==> src/smf_pkg.sv <==
`timescale 1ns / 1ps
// ----------------------------------------------------------------------------
// Sliding median filter package
// Widths, reset values and the control bundle shared by the filter modules.
// ----------------------------------------------------------------------------
package smf_pkg;

   localparam int SAMPLE_W     = 32;
   localparam int CSR_W        = 12;
   localparam int WINDOW_RESET = 5;

   // Control from the sequencer to the merge unit, one bundle per cycle.
   typedef struct packed {
      logic start;
      logic remove_en;
      logic data_valid;
      logic finish;
   } merge_ctrl_type;

endpackage

==> src/smf_merge.sv <==
`timescale 1ns / 1ps
// ----------------------------------------------------------------------------
// Sliding median filter merge unit
// Streams the sorted store once, drops one copy of the departing sample when
// remove_en is set, inserts the new one and produces the write-back stream.
// ----------------------------------------------------------------------------
module smf_merge #(
   parameter int CW = 12
) (
   input  logic                                 clock,
   input  logic                                 reset,
   input  smf_pkg::merge_ctrl_type              ctrl,
   input  logic signed [smf_pkg::SAMPLE_W-1:0]  old_value,
   input  logic signed [smf_pkg::SAMPLE_W-1:0]  new_value,
   input  logic signed [smf_pkg::SAMPLE_W-1:0]  rd_data,
   output logic                                 wr_en,
   output logic [CW-1:0]                        wr_index,
   output logic signed [smf_pkg::SAMPLE_W-1:0]  wr_data
);

   import smf_pkg::*;

   logic                       removed_ff, removed_in;
   logic                       inserted_ff, inserted_in;
   logic signed [SAMPLE_W-1:0] carry_ff, carry_in;
   logic [CW-1:0]              count_ff, count_in;

   // Once the new sample is written, the stream runs one entry behind the
   // reads, so the write index never reaches an entry not yet read.
   always_comb begin
      removed_in  = removed_ff;
      inserted_in = inserted_ff;
      carry_in    = carry_ff;
      count_in    = count_ff;
      wr_en       = 1'b0;
      wr_data     = carry_ff;
      if (ctrl.start) begin
         removed_in  = 1'b0;
         inserted_in = 1'b0;
         count_in    = '0;
      end else if (ctrl.data_valid) begin
         if (ctrl.remove_en && !removed_ff && (rd_data == old_value)) begin
            removed_in = 1'b1;
         end else if (!inserted_ff && (rd_data > new_value)) begin
            wr_en       = 1'b1;
            wr_data     = new_value;
            inserted_in = 1'b1;
            carry_in    = rd_data;
            count_in    = count_ff + 1'b1;
         end else if (inserted_ff) begin
            wr_en    = 1'b1;
            wr_data  = carry_ff;
            carry_in = rd_data;
            count_in = count_ff + 1'b1;
         end else begin
            wr_en    = 1'b1;
            wr_data  = rd_data;
            count_in = count_ff + 1'b1;
         end
      end else if (ctrl.finish) begin
         wr_en    = 1'b1;
         wr_data  = inserted_ff ? carry_ff : new_value;
         count_in = count_ff + 1'b1;
      end
   end

   always_ff @(posedge clock) begin
      if (reset) begin
         removed_ff  <= 1'b0;
         inserted_ff <= 1'b0;
         count_ff    <= '0;
      end else begin
         removed_ff  <= removed_in;
         inserted_ff <= inserted_in;
         count_ff    <= count_in;
      end
      carry_ff <= carry_in;
   end

   assign wr_index = count_ff;

endmodule

==> config.mk <==
export PLATFORM = sky130hd
export DESIGN_NAME = smf_merge
export DESIGN_NICKNAME = d
export VERILOG_FILES = /design/src/smf_pkg.sv /design/src/smf_merge.sv
export SDC_FILE = /design/constraint.sdc
export NUM_CORES = 1
export LEC_CHECK = 0
export ABC_AREA = 1
export BUFFER_PORTS_ARGS = -buffer_cell sky130_fd_sc_hd__buf_2
export CAP_MARGIN = 20
export CORE_AREA = 5 5 142 144
export DETAILED_ROUTE_END_ITERATION = 10
export DIE_AREA = 0 0 147 149
export PLACE_DENSITY = 0.5
export RECOVER_POWER = 100
export SYNTH_ARGS = -nofsm -noshare
export SYNTH_HDL_FRONTEND = slang
export SYNTH_SLANG_ARGS = --single-unit
==> constraint.sdc <==
create_clock -name clock -period 8 [get_ports clock]
set_clock_uncertainty 0.2 [all_clocks]
set_input_delay 2 -clock clock [delete_from_list [all_inputs] [get_ports clock]]
set_output_delay 2 -clock clock [all_outputs]
set_load 0.1 [all_outputs]
# [Yosys cells after proc, flatten, opt, wreduce, memory -nomap -nowiden]
# Cells that the tools add are included.
[classes] addsub=1 mul=0 div_mod_pow=0 order_cmp=1 eq_ne=2 shift=0 n_mux=16 bitwise=2 reduce_logical=12
[ops] cell="$mux 32" n=9
[ops] cell="$mux 12" n=3
[ops] cell="$eq 32x32->1" n=1
[ops] cell="$gt 32x32->1" n=1
[ops] cell="$add 12x1->12 const B" n=1
[ops] cell="$mux 1" n=4
[ops] cell="$reduce_and 2->1" n=2
[ops] cell="$reduce_and 4->1" n=1
[ops] cell="$reduce_bool 2->1" n=2
[ops] cell="$logic_and 1x1->1" n=3
[ops] cell="$reduce_and 3->1" n=1
[ops] cell="$logic_not 1->1" n=2
[ops] cell="$ne 2x2->1 const B" n=1
[ops] cell="$not 1->1" n=2
[ops] cell="$reduce_or 2->1" n=1
[word_totals] reg_bits=46 latch_bits=0 mem_bits_rw=0 romBits=0 input_bits=102 output_inout_bits=45 elab_cells=38 memories=0

# [Longest topological paths before layout]
[depth] word_depth=6 depth_mapped=19 depth_no_buf=18

# [Least setup slack after synthesis]
# OpenSTA, ideal clock, no wires.
[synth_path] kind="input to output" startpoint="in new_value[31] (netlist bit)" endpoint="out wr_data[0] (netlist bit)" t_arrival_ns=4.800 setup_slack_ns=1.000 cell_stages=12 n_path_buf=0 cell_sequence="inv_1 -> ha_1 -> a21oi_1 -> o21a_2 -> nand2_1 -> a21oi_4 -> nand2_2 -> nand2_2 -> nand4_4 -> nand2_1 -> nand3_1 -> a21oi_1"
[synth_via] elab_chain_len=6
[synth_lines] element="start, declared" line="smf_merge.sv:14" source="input logic signed [smf_pkg::SAMPLE_W-1:0] new_value,"
[synth_lines] element="$gt 32x32->1" line="smf_merge.sv:44" source="end else if (!inserted_ff && (rd_data > new_value)) begin"
[synth_lines] element="$logic_and 1x1->1" line="smf_merge.sv:44"
[synth_lines] element="$mux 32" line="smf_merge.sv:44"
[synth_lines] element="$mux 32" line="smf_merge.sv:42" source="if (ctrl.remove_en && !removed_ff && (rd_data == old_value)) begin"
[synth_lines] element="$mux 32" line="smf_merge.sv:41" source="end else if (ctrl.data_valid) begin"
[synth_lines] element="$mux 32" line="smf_merge.sv:37" source="if (ctrl.start) begin"
[synth_lines] element="end, declared" line="smf_merge.sv:18" source="output logic signed [smf_pkg::SAMPLE_W-1:0] wr_data"
# No other way between the ends.

# [Worst setup path after layout]
[layout_path] startpoint="in rd_data[17] (netlist bit)" endpoint="out wr_data[22] (netlist bit)"
[layout_via] elab_chain_len=6
[layout_lines] element="start, declared" line="smf_merge.sv:15" source="input logic signed [smf_pkg::SAMPLE_W-1:0] rd_data,"
[layout_lines] element="$gt 32x32->1" line="smf_merge.sv:44"
[layout_lines] element="$logic_and 1x1->1" line="smf_merge.sv:44"
[layout_lines] element="$mux 32" line="smf_merge.sv:44"
[layout_lines] element="$mux 32 *" line="smf_merge.sv:42"
[layout_lines] element="$mux 32 *" line="smf_merge.sv:41"
[layout_lines] element="$mux 32 *" line="smf_merge.sv:37"
# Every way passes the cells marked *; elsewhere a longest branch is shown, timed or not.

==> out/results.txt <==
The run finished, with violations left. The checks that failed: capacitance limit, slew limit. Input and output buffers added on the ports amount to 146. The clock period minus worst slack works out to 7.346 ns. The global-route total usage across every layer came out at 15.79%. Element type at the critical path end: an output port. Registers take 0.001242 mm^2. After clock tree synthesis, the setup repair step added 0 buffers. In this run the critical register-to-register path is captured at carry_ff[15]. The count of cells resized by post-cts repair was 0.

147 I/O pins were placed. By area the synthesized netlist is led by sky130_fd_sc_hd__edfxtp_1 (17%), sky130_fd_sc_hd__nand2_1 (8.4%), sky130_fd_sc_hd__inv_1 (8.2%), sky130_fd_sc_hd__ha_1 (7.5%), sky130_fd_sc_hd__nand3_2 (5.4%). The fraction of layout instances using a drive strength above 1 works out to 26.17%. For the maximum level of the CTS H-tree, the log shows 2. The die covers 0.02190 mm^2.

The logs give 0.09542 mV for the largest vdd supply drop and 1,132 for the post-layout instance count excluding filler cells. The gate count of the mapped netlist is 773, and the floorplan row count is 50. The initial utilization of the core area, before any placement, comes to 29.73%. Data on the critical path is required at its endpoint by 5.80 ns. For this block, the via count after detailed routing is 5,333. In the layout the commonest cells are sky130_fd_sc_hd__nand2_1 (124), sky130_fd_sc_hd__inv_1 (121), sky130_fd_sc_hd__buf_2 (73), sky130_fd_sc_hd__nor2_1 (61), sky130_fd_sc_hd__nand3_1 (50). The sequential-to-total area share from yosys stat is 22.47%. Total power for the finished layout comes to 968.3 uW. Fill cells in the final layout number 2,052.

Setup violations remaining at the end of the flow were counted as 0. The floorplan step defined a core boundary enclosing 0.01858 mm^2. The wire-length estimate of the detail-placed layout is 12.54 mm. The maximum number of pins on one net before global-route repair is 53, and the worst reg2reg path depth is 9. For this design the static power due to leakage is 3.025 nW. Along the worst path, the maximum fanout reaches 32. The final layout contains routed wiring with a total length of 17.24 mm. The critical path in this run is classified as in -> out.

The tightest min-delay check is of the reg -> reg type. At the worst endpoint, the arrival time is 5.15 ns. The run gives 908 as the post-synthesis net count.

The max-capacitance violation count was 1; the average via count per standard cell was 4.711. Dividing the final minimum period by the clock period gives 91.82%. Dividing the detail-routed wire length by the instance count gives 15.23 um. The logs give 4.32 ns for the slack of the worst reg-to-reg path and 43 for the distinct cell type count of the synthesized netlist. The worst pin sits at a relative slew slack of -47.60%. Clock tree synthesis inserted a total of 5 buffers. The clock latency reported for the late side of the worst-skew pair came out at 0.30 ns. Clock-pin slew was measured on the worst setup and hold paths at 0.07 ns. The root cell of the clock tree is sky130_fd_sc_hd__clkbuf_16.

The share of synthesized area in the top cell type comes to 17.40%. Static timing analysis puts the maximum clock frequency at 136.1 MHz. The flip-flop and latch count after synthesis works out to 46.

The power per cell area is 151.6 mW/mm^2, and the first-pass detailed-route iteration total is 4. The tools report the hold violation count in the final report as 0. The actual slew at the worst max-slew pin was 2.214 ns. For this run, the leading register cell type out of synthesis is sky130_fd_sc_hd__edfxtp_1. The fraction of registers with async set/reset is 0%, and the combined area of the multi-input logic cells is 0.003413 mm^2.

The run gives 0 as the count of inserted antenna diode cells. The run gives 224 as the starting DRC count in detailed routing. The logs give 33 for the count of pins over their slew limit and 0.006387 mm^2 for the cell area after layout. The worst hold path passes through 2 cells. The worst hold path begins at wr_index[10].

The tools report the global-route congestion overflow total as 0. The logs give 2 for the worst-case clock buffer depth and 0 for the DRC violation count after routing. At the end of the flow the core is filled with cells to 34.38%. The synthesized design contains 32 enable-type register cells. STA classifies the critical path startpoint as an input port.

The first global-routing pass estimated 28.12 mm of wire. Yosys printed 0 warnings. The most common cell after layout, fill and taps aside is sky130_fd_sc_hd__nand2_1. After routing, the total negative slack on setup checks comes to 0 ns. In this run the cell area measured after placement is 0.006334 mm^2.

The logs give 1,124 for the number of instances in the placed design and 0.7601 for the weighted congestion reported at the end of routability-driven placement. The number of global-route vias before repair is 5,288. The launching point of the worst reg2reg path was removed_ff. Setup repair after global routing left no endpoint under its margin. For the initial antenna violation count, the log shows 0. The width of the die works out to 147 um. The capture endpoint of the worst hold path was wr_index[10]. Of all cell types, the one taking the most synthesized area is sky130_fd_sc_hd__edfxtp_1. From synthesis to final layout, the design area changed by 15.63%. The count of nets left with antenna violations once routing finished came out at 0. The number of buffers inserted by hold repair at cts is 0. TritonCTS built the clock tree.

The die extent in y was 149 um. Counting every sink on the clock net gives 46. The final layout contains 1,032 nets. The mean post-synth cell area was 7.146 um^2. The post-synthesis instance area was 0.005524 mm^2.
state kept, by name, indices dropped and copies added (netlist names):
name	cells
wr_index	12
removed_ff	1
carry_ff	32
inserted_ff	1
worst max path at each step:
| stage | start | to | slack (ns) | cells past startpoint |
|---|---|---|---|---|
| floorplan | new_value[31] | wr_data[0] | 1.00 | 12 |
| global placement | new_value[31] | wr_data[0] | 0.90 | 15 |
| detailed placement | new_value[31] | wr_data[0] | 0.89 | 15 |
| CTS | new_value[31] | wr_data[0] | 0.88 | 15 |
| global route | rd_data[30] | wr_en | 0.38 | 11 |
| finish | rd_data[17] | wr_data[22] | 0.65 | 12 |
stage by stage:
stage               setup WS [ns]  hold slack (ns)
floorplan                   1.000           0.2363
global placement           0.8970           0.2818
detailed placement         0.8876           0.2830
CTS                        0.8827           0.2948
global route               0.3789           0.3267
finish                     0.6541           0.2951
cell families after synthesis:
logic type,share of synthesized area (%)
compound gates,13.54
xor+xnor,3.647
buf+inv,15.02
simple gates,33.68
mux,4.168
flops,22.47
fa+ha+maj,7.475
area by class of cell:
class                           count  share of cell area [%]
Clock buffer                        8                   2.625
Inverter                          141                   8.404
Multi-Input combinational cell    548                   53.44
Sequential cell                    46                   19.45
Tap cell                          234                   4.584
Timing Repair Buffer              155                   11.50
cell usage after synthesis, types with 4 or more instances:
cell	count
sky130_fd_sc_hd__nor2_1	59
sky130_fd_sc_hd__buf_6	7
sky130_fd_sc_hd__nand3_1	48
sky130_fd_sc_hd__xor2_1	12
sky130_fd_sc_hd__nand3_2	30
sky130_fd_sc_hd__buf_2	5
sky130_fd_sc_hd__xnor2_1	11
sky130_fd_sc_hd__dfxtp_1	14
sky130_fd_sc_hd__a21oi_2	30
sky130_fd_sc_hd__o22ai_1	5
sky130_fd_sc_hd__edfxtp_1	32
sky130_fd_sc_hd__ha_1	33
sky130_fd_sc_hd__nor3_1	6
sky130_fd_sc_hd__inv_1	120
sky130_fd_sc_hd__dlygate4sd1_1	5
sky130_fd_sc_hd__nand2_2	35
sky130_fd_sc_hd__o21ai_0	34
sky130_fd_sc_hd__buf_4	7
sky130_fd_sc_hd__nand4_1	35
sky130_fd_sc_hd__mux2i_1	23
sky130_fd_sc_hd__clkbuf_8	4
sky130_fd_sc_hd__nand2_1	123
sky130_fd_sc_hd__clkbuf_1	9
sky130_fd_sc_hd__inv_2	18
sky130_fd_sc_hd__a21oi_1	38
critical path: stages:
cell,delay (ns)
sky130_fd_sc_hd__clkbuf_1,0.18
sky130_fd_sc_hd__inv_2,0.08
sky130_fd_sc_hd__o22ai_1,0.19
sky130_fd_sc_hd__nor2_1,0.07
sky130_fd_sc_hd__o2111ai_1,0.14
sky130_fd_sc_hd__nor2_1,0.13
sky130_fd_sc_hd__nand3_1,0.14
sky130_fd_sc_hd__nand2_4,0.23
sky130_fd_sc_hd__inv_2,0.75
sky130_fd_sc_hd__nand3_2,0.15
sky130_fd_sc_hd__a21oi_2,0.19
sky130_fd_sc_hd__buf_1,0.88
where the power goes:
part           internal, mW  total [mW]  switching, mW  leakage (nW)
clock network         0.144       0.246          0.102        0.0823
logic                 0.115       0.449          0.333          2.53
registers             0.267       0.273        0.00687         0.409
metal layers:
metal  GRT usage [%]  vias to the layer above  part of all wire [%]
met4           3.541                        0                   1.4
met5               0                        -                     0
met1           20.58                     2410                    47
met2           27.01                      126                    46
li1                -                     2783                     -
met3           3.282                       14                   5.5
Power figures use the tool's default switching activity.
